`src/sv/csp_pkg.sv`:
```
// Shared types and constants for the CIGAR string parser.
package csp_pkg;

  localparam int CSP_LENGTH_BITS = 32;
  localparam int CSP_QUEUE_DEPTH = 4;
  localparam int CSP_PTR_W       = $clog2(CSP_QUEUE_DEPTH);
  localparam int CSP_CNT_W       = $clog2(CSP_QUEUE_DEPTH + 1);

  localparam logic [7:0] CH_M    = 8'h4D;
  localparam logic [7:0] CH_I    = 8'h49;
  localparam logic [7:0] CH_D    = 8'h44;
  localparam logic [7:0] CH_X    = 8'h58;
  localparam logic [7:0] CH_ZERO = 8'h30;
  localparam logic [7:0] CH_NINE = 8'h39;

  typedef enum logic [1:0] {
    OP_MATCH  = 2'd0,
    OP_INSERT = 2'd1,
    OP_DELETE = 2'd2,
    OP_CHANGE = 2'd3
  } edit_op_t;

  typedef enum logic [2:0] {
    ST_OK       = 3'd0,
    ST_NO_SIZE  = 3'd1,
    ST_BAD_CODE = 3'd2,
    ST_NO_CODE  = 3'd3,
    ST_OVERFLOW = 3'd4
  } status_t;

  // One queue entry: results caused by one request (edit and/or summary).
  typedef struct packed {
    logic        has_edit;
    logic        has_sum;
    logic [31:0] run_length;
    edit_op_t    edit_op;
    logic [31:0] reference_total;
    logic [31:0] alternate_total;
    status_t     status;
  } csp_entry_t;

endpackage

```
`src/sv/csp_core.sv`:
```
// Input register, parse state and result formation for the CIGAR parser.
module csp_core import csp_pkg::*; #(
  parameter int LENGTH_BITS = CSP_LENGTH_BITS
) (
  input  logic                 clk,
  input  logic                 rst_n,
  input  logic                 in_valid,
  output logic                 in_stall,
  input  logic [7:0]           in_text_char,
  input  logic                 in_end_of_string,
  input  logic [CSP_CNT_W-1:0] q_count,
  output logic                 q_push,
  output csp_entry_t           q_entry
);

  localparam logic [LENGTH_BITS-1:0] LEN_MAX = {LENGTH_BITS{1'b1}};

  logic                   s1_valid_r;
  logic [7:0]             s1_char_r;
  logic                   s1_last_r;

  logic [LENGTH_BITS-1:0] acc_r, acc_nxt;
  logic                   dig_r, dig_nxt;
  logic [LENGTH_BITS-1:0] ref_r, ref_nxt;
  logic [LENGTH_BITS-1:0] alt_r, alt_nxt;
  status_t                err_r, err_nxt;

  logic                   in_fire;
  logic                   is_digit;
  logic [LENGTH_BITS+3:0] acc_ext;
  logic [LENGTH_BITS+3:0] prod;
  logic                   op_valid;
  edit_op_t               op;
  logic                   use_ref;
  logic                   use_alt;
  logic [LENGTH_BITS:0]   ref_add;
  logic [LENGTH_BITS:0]   alt_add;
  logic                   edit_v;
  logic [LENGTH_BITS-1:0] ref_upd;
  logic [LENGTH_BITS-1:0] alt_upd;
  status_t                err_upd;

  // Room for the entry in flight plus the new one.
  assign in_stall = (int'(q_count) + int'(s1_valid_r) + 1) > CSP_QUEUE_DEPTH;
  assign in_fire  = in_valid && !in_stall;

  always_ff @(posedge clk) begin
    if (!rst_n) begin
      s1_valid_r <= 1'b0;
    end else begin
      s1_valid_r <= in_fire;
    end
  end

  always_ff @(posedge clk) begin
    if (in_fire) begin
      s1_char_r <= in_text_char;
      s1_last_r <= in_end_of_string;
    end
  end

  assign is_digit = s1_char_r inside {[CH_ZERO:CH_NINE]};
  assign acc_ext  = {4'b0000, acc_r};
  // acc * 10 + digit
  assign prod     = (acc_ext << 3) + (acc_ext << 1)
                  + {{LENGTH_BITS{1'b0}}, s1_char_r[3:0]};

  always_comb begin
    op_valid = 1'b1;
    op       = OP_MATCH;
    use_ref  = 1'b0;
    use_alt  = 1'b0;
    case (s1_char_r)
      CH_M: begin
        op = OP_MATCH;  use_ref = 1'b1; use_alt = 1'b1;
      end
      CH_I: begin
        op = OP_INSERT; use_alt = 1'b1;
      end
      CH_D: begin
        op = OP_DELETE; use_ref = 1'b1;
      end
      CH_X: begin
        op = OP_CHANGE; use_ref = 1'b1; use_alt = 1'b1;
      end
      default: begin
        op_valid = 1'b0;
      end
    endcase
  end

  assign ref_add = {1'b0, ref_r} + {1'b0, acc_r};
  assign alt_add = {1'b0, alt_r} + {1'b0, acc_r};

  always_comb begin
    acc_nxt = acc_r;
    dig_nxt = dig_r;
    ref_upd = ref_r;
    alt_upd = alt_r;
    err_upd = err_r;
    edit_v  = 1'b0;
    if (err_r == ST_OK) begin
      if (is_digit) begin
        if (|prod[LENGTH_BITS+3:LENGTH_BITS]) begin
          acc_nxt = LEN_MAX;
          err_upd = ST_OVERFLOW;
        end else begin
          acc_nxt = prod[LENGTH_BITS-1:0];
        end
        dig_nxt = 1'b1;
      end else if (!dig_r) begin
        err_upd = ST_NO_SIZE;
      end else if (!op_valid) begin
        err_upd = ST_BAD_CODE;
      end else begin
        edit_v  = 1'b1;
        acc_nxt = '0;
        dig_nxt = 1'b0;
        if (use_ref) begin
          ref_upd = ref_add[LENGTH_BITS] ? LEN_MAX : ref_add[LENGTH_BITS-1:0];
          if (ref_add[LENGTH_BITS]) err_upd = ST_OVERFLOW;
        end
        if (use_alt) begin
          alt_upd = alt_add[LENGTH_BITS] ? LEN_MAX : alt_add[LENGTH_BITS-1:0];
          if (alt_add[LENGTH_BITS]) err_upd = ST_OVERFLOW;
        end
      end
    end
    if (s1_last_r && (err_upd == ST_OK) && dig_nxt) begin
      err_upd = ST_NO_CODE;
    end
    ref_nxt = ref_upd;
    alt_nxt = alt_upd;
    err_nxt = err_upd;
    // End of string returns to the idle parse state.
    if (s1_last_r) begin
      acc_nxt = '0;
      dig_nxt = 1'b0;
      ref_nxt = '0;
      alt_nxt = '0;
      err_nxt = ST_OK;
    end
  end

  always_ff @(posedge clk) begin
    if (!rst_n) begin
      acc_r <= '0;
      dig_r <= 1'b0;
      ref_r <= '0;
      alt_r <= '0;
      err_r <= ST_OK;
    end else if (s1_valid_r) begin
      acc_r <= acc_nxt;
      dig_r <= dig_nxt;
      ref_r <= ref_nxt;
      alt_r <= alt_nxt;
      err_r <= err_nxt;
    end
  end

  assign q_push = s1_valid_r && (edit_v || s1_last_r);

  always_comb begin
    q_entry.has_edit        = edit_v;
    q_entry.has_sum         = s1_last_r;
    q_entry.run_length      = 32'(acc_r);
    q_entry.edit_op         = op;
    q_entry.reference_total = 32'(ref_upd);
    q_entry.alternate_total = 32'(alt_upd);
    q_entry.status          = err_upd;
  end

endmodule

```
`src/sv/csp_outq.sv`:
```
// Result queue: holds per-request entries and unpacks them into result items.
module csp_outq import csp_pkg::*; (
  input  logic                 clk,
  input  logic                 rst_n,
  input  logic                 q_push,
  input  csp_entry_t           q_entry,
  output logic [CSP_CNT_W-1:0] q_count,
  output logic                 out_valid,
  input  logic                 out_stall,
  output logic                 out_item_kind,
  output logic [31:0]          out_run_length,
  output logic [1:0]           out_edit_op,
  output logic [31:0]          out_reference_total,
  output logic [31:0]          out_alternate_total,
  output logic [2:0]           out_parse_status,
  output logic                 out_last_result
);

  localparam logic [CSP_PTR_W-1:0] PTR_LAST = CSP_PTR_W'(CSP_QUEUE_DEPTH - 1);
  localparam logic [CSP_PTR_W-1:0] PTR_ONE  = CSP_PTR_W'(1);
  localparam logic [CSP_CNT_W-1:0] CNT_ONE  = CSP_CNT_W'(1);

  csp_entry_t           mem_r [CSP_QUEUE_DEPTH];
  logic [CSP_PTR_W-1:0] wr_ptr_r, rd_ptr_r;
  logic [CSP_CNT_W-1:0] cnt_r, cnt_nxt;
  logic                 phase_r;
  csp_entry_t           head;
  logic                 show_edit;
  logic                 out_fire;
  logic                 deq;

  assign head      = mem_r[rd_ptr_r];
  assign out_valid = (cnt_r != '0);
  assign show_edit = head.has_edit && !phase_r;
  assign out_fire  = out_valid && !out_stall;
  assign deq       = out_fire && !(show_edit && head.has_sum);
  assign q_count   = cnt_r;

  always_comb begin
    cnt_nxt = cnt_r;
    if (q_push && !deq) cnt_nxt = cnt_r + CNT_ONE;
    else if (!q_push && deq) cnt_nxt = cnt_r - CNT_ONE;
  end

  always_ff @(posedge clk) begin
    if (q_push) begin
      mem_r[wr_ptr_r] <= q_entry;
    end
  end

  always_ff @(posedge clk) begin
    if (!rst_n) begin
      wr_ptr_r <= '0;
      rd_ptr_r <= '0;
      cnt_r    <= '0;
      phase_r  <= 1'b0;
    end else begin
      cnt_r <= cnt_nxt;
      if (q_push) begin
        wr_ptr_r <= (wr_ptr_r == PTR_LAST) ? '0 : wr_ptr_r + PTR_ONE;
      end
      if (deq) begin
        rd_ptr_r <= (rd_ptr_r == PTR_LAST) ? '0 : rd_ptr_r + PTR_ONE;
        phase_r  <= 1'b0;
      end else if (out_fire) begin
        phase_r  <= 1'b1;
      end
    end
  end

  always_comb begin
    if (show_edit) begin
      out_item_kind       = 1'b0;
      out_run_length      = head.run_length;
      out_edit_op         = head.edit_op;
      out_reference_total = '0;
      out_alternate_total = '0;
      out_parse_status    = ST_OK;
      out_last_result     = !head.has_sum;
    end else begin
      out_item_kind       = 1'b1;
      out_run_length      = '0;
      out_edit_op         = OP_MATCH;
      out_reference_total = head.reference_total;
      out_alternate_total = head.alternate_total;
      out_parse_status    = head.status;
      out_last_result     = 1'b1;
    end
  end

endmodule

```
`src/sv/cigar_string_parser.sv`:
```
// An accepted request is held in the input register, then written into the result queue, whose head drives the outputs.
// Throughput: one request per cycle while in_stall is low; a request causing an edit item and a summary
//   gives two output items, absorbed by the 4-entry result queue.
// in_stall rises only when the result queue plus the input register could overflow.
// Reset: synchronous, active low; clears parse state, the input register's valid bit and queue pointers.
// Top level of the CIGAR string parser.
module cigar_string_parser import csp_pkg::*; #(
  parameter int LENGTH_BITS = CSP_LENGTH_BITS
) (
  input  logic        clk,
  input  logic        rst_n,
  input  logic        in_valid,
  output logic        in_stall,
  input  logic [7:0]  in_text_char,
  input  logic        in_end_of_string,
  output logic        out_valid,
  input  logic        out_stall,
  output logic        out_item_kind,
  output logic [31:0] out_run_length,
  output logic [1:0]  out_edit_op,
  output logic [31:0] out_reference_total,
  output logic [31:0] out_alternate_total,
  output logic [2:0]  out_parse_status,
  output logic        out_last_result
);

  // Queue occupancy feeds back to the input side for flow control.
  logic [CSP_CNT_W-1:0] q_count;
  logic                 q_push;
  csp_entry_t           q_entry;

  // Parse stage: registers the character, then updates run length, totals
  // and status in one pass (multiply by ten is shift-and-add).
  csp_core #(
    .LENGTH_BITS(LENGTH_BITS)
  ) u_core (
    .clk              (clk),
    .rst_n            (rst_n),
    .in_valid         (in_valid),
    .in_stall         (in_stall),
    .in_text_char     (in_text_char),
    .in_end_of_string (in_end_of_string),
    .q_count          (q_count),
    .q_push           (q_push),
    .q_entry          (q_entry)
  );

  // Result queue: one entry per request that yields a result, unpacked into edit item then summary.
  csp_outq u_outq (
    .clk                 (clk),
    .rst_n               (rst_n),
    .q_push              (q_push),
    .q_entry             (q_entry),
    .q_count             (q_count),
    .out_valid           (out_valid),
    .out_stall           (out_stall),
    .out_item_kind       (out_item_kind),
    .out_run_length      (out_run_length),
    .out_edit_op         (out_edit_op),
    .out_reference_total (out_reference_total),
    .out_alternate_total (out_alternate_total),
    .out_parse_status    (out_parse_status),
    .out_last_result     (out_last_result)
  );

endmodule

```
`config.mk`:
```
export PLATFORM = sky130hd
export DESIGN_NAME = cigar_string_parser
export DESIGN_NICKNAME = d
export VERILOG_FILES = /design/src/sv/csp_pkg.sv /design/src/sv/csp_core.sv /design/src/sv/csp_outq.sv /design/src/sv/cigar_string_parser.sv
export SDC_FILE = /design/constraint.sdc
export NUM_CORES = 1
export LEC_CHECK = 0
export ABC_AREA = 1
export BUFFER_PORTS_ARGS = -buffer_cell sky130_fd_sc_hd__buf_4
export CORE_MARGIN = 1
export CORE_UTILIZATION = 30
export CTS_CLUSTER_SIZE = 20
export DETAILED_ROUTE_END_ITERATION = 8
export GPL_ROUTABILITY_DRIVEN = 0
export PLACE_DENSITY = 0.42
export SLEW_MARGIN = 5
export SYNTH_ARGS = -nofsm -noshare
export SYNTH_HDL_FRONTEND = slang
export SYNTH_HIERARCHICAL = 1
export SYNTH_SLANG_ARGS = --single-unit
```
`constraint.sdc`:
```
create_clock -name clk -period 4.4 [get_ports clk]
set_clock_uncertainty 0.05 [all_clocks]
set_input_delay 0.88 -clock clk [delete_from_list [all_inputs] [get_ports clk]]
set_output_delay 0.88 -clock clk [all_outputs]
set_load 0.01 [all_outputs]
```
# [Yosys cells after proc, flatten, opt, wreduce, memory -nomap -nowiden]
# Memories as Yosys holds them, arrays and structs flattened. A register that Yosys moved wholly into a read port is not among the register bits.
# Index checks and enable logic that the tools add are counted.
# Widths: inputs -> output; s select.
[classes] n_addsub=10 multipliers=0 n_div=0 n_lt_le_gt_ge=3 n_eq_ne=6 n_shift=0 n_mux=59 n_bitwise=1 n_reduce_logical=32
[ops] op="$mux 32" count=23
[ops] op="$add 32x32->33" count=2
[ops] op="$mux 3" count=14
[ops] op="$add 35x33->36" count=1
[ops] op="$add 36x4->36" count=1
[ops] op="$add 32x2->32 const B" count=1
[ops] op="$eq 8x7->1 const B" count=4
[ops] op="$gt 32x4->1 const B" count=1
[ops] op="$mux 1" count=16
[ops] op="$logic_and 1x1->1" count=11
[ops] op="$mux 2" count=5
[ops] op="$reduce_bool 3->1" count=3
[ops] op="$ge 8x6->1 const B" count=1
[ops] op="$le 8x6->1 const B" count=1
[ops] op="$reduce_or 4->1" count=2
[ops] op="$logic_not 1->1" count=7
[ops] op="$logic_not 3->1" count=2
[ops] op="$pmux 2 s3" count=1
[ops] op="$reduce_or 3->1" count=2
[ops] op="$add 2x1->2 const B" count=2
[ops] op="$add 3x1->4" count=1
[ops] op="$eq 2x2->1 const B" count=2
[ops] op="$reduce_and 4->1" count=1
[ops] op="$reduce_bool 2->1" count=2
[ops] op="5 further kinds" count=5
[totals] reg_bits=118 latchBits=0 mem_bits_rw=412 rom_bits=0 in_bits=13 output_inout_bits=105 wordCells=124 memories=1
[mem_list] name="u_outq.mem_r" depth=4 width=103 rd=1 rd_clocked_by_memory_dff=1 write_ports=1 line="csp_outq.sv:23" text="csp_entry_t mem_r [CSP_QUEUE_DEPTH];"

# [Depth between registers and ports, before layout]
[depth] word_depth=15 depth_mapped=21 mapped_depth_nobuf=21

# [By module]
# The synthesis kept the hierarchy.
[modules_own_cells] mod="csp_outq" n_inst=1 cells_each=1285 area_per_inst_um2=16674.7 seq_area_each_um2=12572.1
[modules_own_cells] mod="csp_core" n_inst=1 cells_each=1843 area_per_inst_um2=11712.5 seq_area_each_um2=2292.2

# [Worst setup path after synthesis]
# No wires, ideal clock.
[synth_path] kind="reg-to-reg" startpoint="register u_core.s1_char_r[7]" endpoint="memory u_outq/mem_r[0][0] (netlist name) (enable)" setup_ns=0.457 arrival_time_ns=3.522 required_time_ns=3.893 slack_ns=0.371 path_stages_with_launch=12 n_path_buf=0 period_less_slack_ns=4.029 cell_sequence="edfxtp_1 -> inv_1 -> nand2_1 -> nor3_1 -> nand3_1 -> nand3_2 -> nor2_1 -> nor2_1 -> nor2_1 -> nor2_1 -> nand2_1 -> inv_1"
[synth_between] elab_chain_cells=11 elab_cells_between_ends=17 classes_between="order compare (2); eq/ne (4); mux (7); reduce/logical (4)"
[synth_rtl] item="start: declaration" line="csp_core.sv:19" text="logic [7:0] s1_char_r;"
[synth_rtl] item="start signal: assignment" line="csp_core.sv:57" text="s1_char_r <= in_text_char;"
[synth_rtl] item="$eq 8x7->1" line="csp_core.sv:73" text="case (s1_char_r)"
[synth_rtl] item="$reduce_or 4->1 (no line)"
[synth_rtl] item="$mux 1" line="csp_core.sv:73"
[synth_rtl] item="$mux 1" line="csp_core.sv:113" text="end else if (!op_valid) begin"
[synth_rtl] item="$mux 1" line="csp_core.sv:111" text="end else if (!dig_r) begin"
[synth_rtl] item="$mux 1 (*)" line="csp_core.sv:103" text="if (is_digit) begin"
[synth_rtl] item="$mux 1 (*)" line="csp_core.sv:102" text="if (err_r == ST_OK) begin"
[synth_rtl] item="via u_core.edit_v" line="csp_core.sv:38" text="logic edit_v;"
[synth_rtl] item="$logic_or 1x1->1 (*)" line="csp_core.sv:161" text="assign q_push = s1_valid_r && (edit_v || s1_last_r);"
[synth_rtl] item="$logic_and 1x1->1 (*)" line="csp_core.sv:161"
[synth_rtl] item="via q_push" line="cigar_string_parser.sv:29" text="logic q_push;"
[synth_rtl] item="$mux 1 (*)" line="csp_outq.sv:46" text="if (q_push) begin"
[synth_rtl] item="$mux 1 (not written as such) (*)" line="csp_outq.sv:47" text="mem_r[wr_ptr_r] <= q_entry;"
[synth_rtl] item="end: declaration" line="csp_outq.sv:23"
# The timed path passes the listed nets; every way through them passes the cells marked *.

==> qor.yml <==
arrival_ns: 2.96
ys_top_cells_by_area: "edfxtp_1, nand2_1, dfxtp_1, nor2_1, ha_1"
ys_seq_elements: 532
synth.distinct_cells: 54
crit_slowest_cell: "buf_4"
placeableCoreArea_um2: 93500
syn-cell-area_um2: 28400
yosysWarnings: 6
worst_ir_drop_vdd_uv: 347
nets: 3387
cp-start-kind: "flop"
hold_class: "in2reg"
pre_cts_ws_ns: 0.759
synth_top_area_share_pct: 44.5
power.net_switching_mw: 5.83
clock_latency_ns: 0.64
die_w_um: 310
setup-tns-final_ns: 0
fin_ws_ns: 0.510
globalRouteTotalUtil_pct: 18.7
internal_power_mw: 10.6
dpl-instance-area_um2: 30700
antenna_found_initial: 3
post-route-util_pct: 35.0
grt_first_pass_wirelength_mm: 135
hold_slack_ns: 0.364
cts_hold_buf: 0
clk_path_buf_depth: 3
hold_violations: 0
finalSetupViolCount: 0
crit_family: "buffers and inverters"
ant_nets: 0
pwr-share-seq_pct: 34.7
power_density_nw_per_um2: 501
rsz0062_at_grt: "no"
grt_start_max_net_pins: 163
switching_share_pct: 35.6
h-tree-depth: 2
status: "complete, no violations"
period_share_pct: 88.4
synthCells: 3128
firstDrtPassIters: 5
cp_cell_sequence: "buf_4, nand2_1, nand3_1, nand2_2, nand2_4, buf_12, nand2_1, inv_2, buf_4"
syn_nets: 3281
nFillCells: 9561
cts_tree: "yes"
cts.sinks: 532
max_freq_mhz: 257
ys_async_sr_fraction_pct: 0
drt-vias-per-instance: 4.90
postCtsSetupRepairBufs: 0
worstPathRequired_ns: 3.47
io_pins: 118
cts_inserted_buffers: 60
timing.slew.headroom_pct: 18.3
die_h_um: 310
clock-root-buffer: "clkbuf_16"
routed_wl_mm: 90.2
crit_fanout: 44
clkSlewWorstSetupHoldPaths_ns: 0.06
fin_area_um2: 32700
period_minus_slack_ns: 3.89
grt-ovfl-total: 0
grt_pass1_vias: 21800
dr_total_vias: 22200
dieArea_um2: 95900
area_growth_pct: 15.3
critical_path.max_stage_delay_ns: 0.45
layout.area.seq_um2: 14900
io_buffers: 117
std_cell_rows: 112
clkPwrFrac_pct: 31.2
drc: 0
worst_pin_slew_ns: 1.23
cts_resized: 0
hpwl_mm: 61.1
maxSlewViolCount: 0
synth_edf_count: 421
path_class: "reg2out"
synth_top_area_cell: "edfxtp_1"
synth_area_per_cell_um2: 9.08
start_util_pct: 30.4
comb_power_share_pct: 34.1
end_kind: "output pin"
synth_ff_type: "edfxtp_1"
layout-drive-gt1-share_pct: 13.6
n_antenna_cell: 0
routedWlPerCell_um: 19.9
multi_input_area_um2: 11800
yosysSeqAreaShare_pct: 52.4
drtIter0Drc: 1388
p_leak_nw: 13.1
worstPathBufferInverterCount: 4
maxCapViolations: 0
## per-stage QoR
step           cells  total power [mW]
2_1_floorplan   3128              9.13
3_3_place_gp    4426              11.5
3_5_place_dp    4426              11.6
4_1_cts         4537              16.8
5_1_grt         4537              17.4
6_report        4537              16.4
## area by class of cell
type                            count  area share [%]
Inverter                          286            3.33
Tap cell                         1254            4.79
Clock buffer                       90            5.40
Sequential cell                   532            45.4
Timing Repair Buffer              168            4.39
Clock inverter                     21           0.730
Multi-Input combinational cell   2186            35.9
## synth_stat cells, types with 11 or more instances
library cell	n
nand3_1	95
o21ai_0	225
inv_2	57
o22ai_1	68
dfxtp_1	111
a21oi_1	221
nor3_1	16
edfxtp_1	421
o21ai_1	55
ha_1	135
xor2_1	27
nand2_1	612
nand2_2	23
a21oi_4	11
clkbuf_1	61
xnor2_1	37
or2_2	12
nor2_1	457
inv_1	228
nand4_1	18
a31oi_1	13
a21oi_2	52
buf_4	23
buf_2	18
buf_6	17
o21bai_1	18
## power groups by stage
stage	clock [mW]	sequential [mW]	combinational (mW)
finish	5.11	5.70	5.60
global route	5.43	5.72	6.22
CTS	5.26	5.70	5.79
detailed placement	0	5.81	5.78
global placement	0	5.80	5.75
floorplan	0	5.78	3.35
## logic make-up after synthesis
group                      after synthesis  share of synthesized area [%]
xor gates and xnor gates                64                           1.97
DFF                                    532                           52.4
adders and majority gates              140                           6.30
buffers and inverters                  410                           6.30
AOI/OAI and AO/OA                      704                           14.5
and+or+nand+nor                       1278                           18.6
## cell usage in the layout (no fill, tap or decap), types with 8 or more instances in the layout
master,count
o21a_1,9
nand3b_1,8
o21ai_1,55
clkbuf_16,62
nor2_1,455
a21oi_4,11
dfxtp_1,109
a21oi_1,221
clkbuf_8,11
inv_2,56
nand2_2,22
xor2_1,27
o21bai_1,18
o22ai_1,68
nand2_1,612
inv_1,223
clkbuf_1,17
nor2_2,8
edfxtp_1,421
a31oi_1,13
buf_12,14
buf_4,154
clkinv_2,9
o21ai_0,225
a21oi_2,52
or2_2,12
xnor2_1,37
nand4_1,18
nor3_1,16
nand3_1,95
ha_1,135
## worst paths after layout
kind	cells past startpoint	to	slack (ns)	from
max	9	out_reference_total[21]	0.51	flop
max reg2reg	12	u_outq/mem_r[1][57]	0.93	u_core/s1_char_r[7]
min	1	u_core/s1_last_r	0.36	in_end_of_string
min reg2reg	2	u_core/ref_r[20]	0.44	u_core/ref_r[20]
## per-layer routing
layer	up-vias	global-route usage, %	routed length, um
met5	-	0	0
li1	10900	-	-
met4	0	5.98	2680
met3	108	2.23	3480
met2	426	32.8	44400
met1	10800	23.8	39600
## flip-flops by register name (all words and copies together) (netlist names), named ones only
signal,count
u_core/s1_last_r,1
u_outq/wr_ptr_r,2
u_core/s1_char_r,8
u_outq/mem_r,412
u_core/dig_r,1
u_outq/q_count,3
u_outq/phase_r,1
u_core/alt_r,32
u_core/ref_r,32
u_core/s1_valid_r,1
u_core/acc_r,32
u_outq/rd_ptr_r,2
u_core/err_r,3
(Power assumes the default switching activity.)
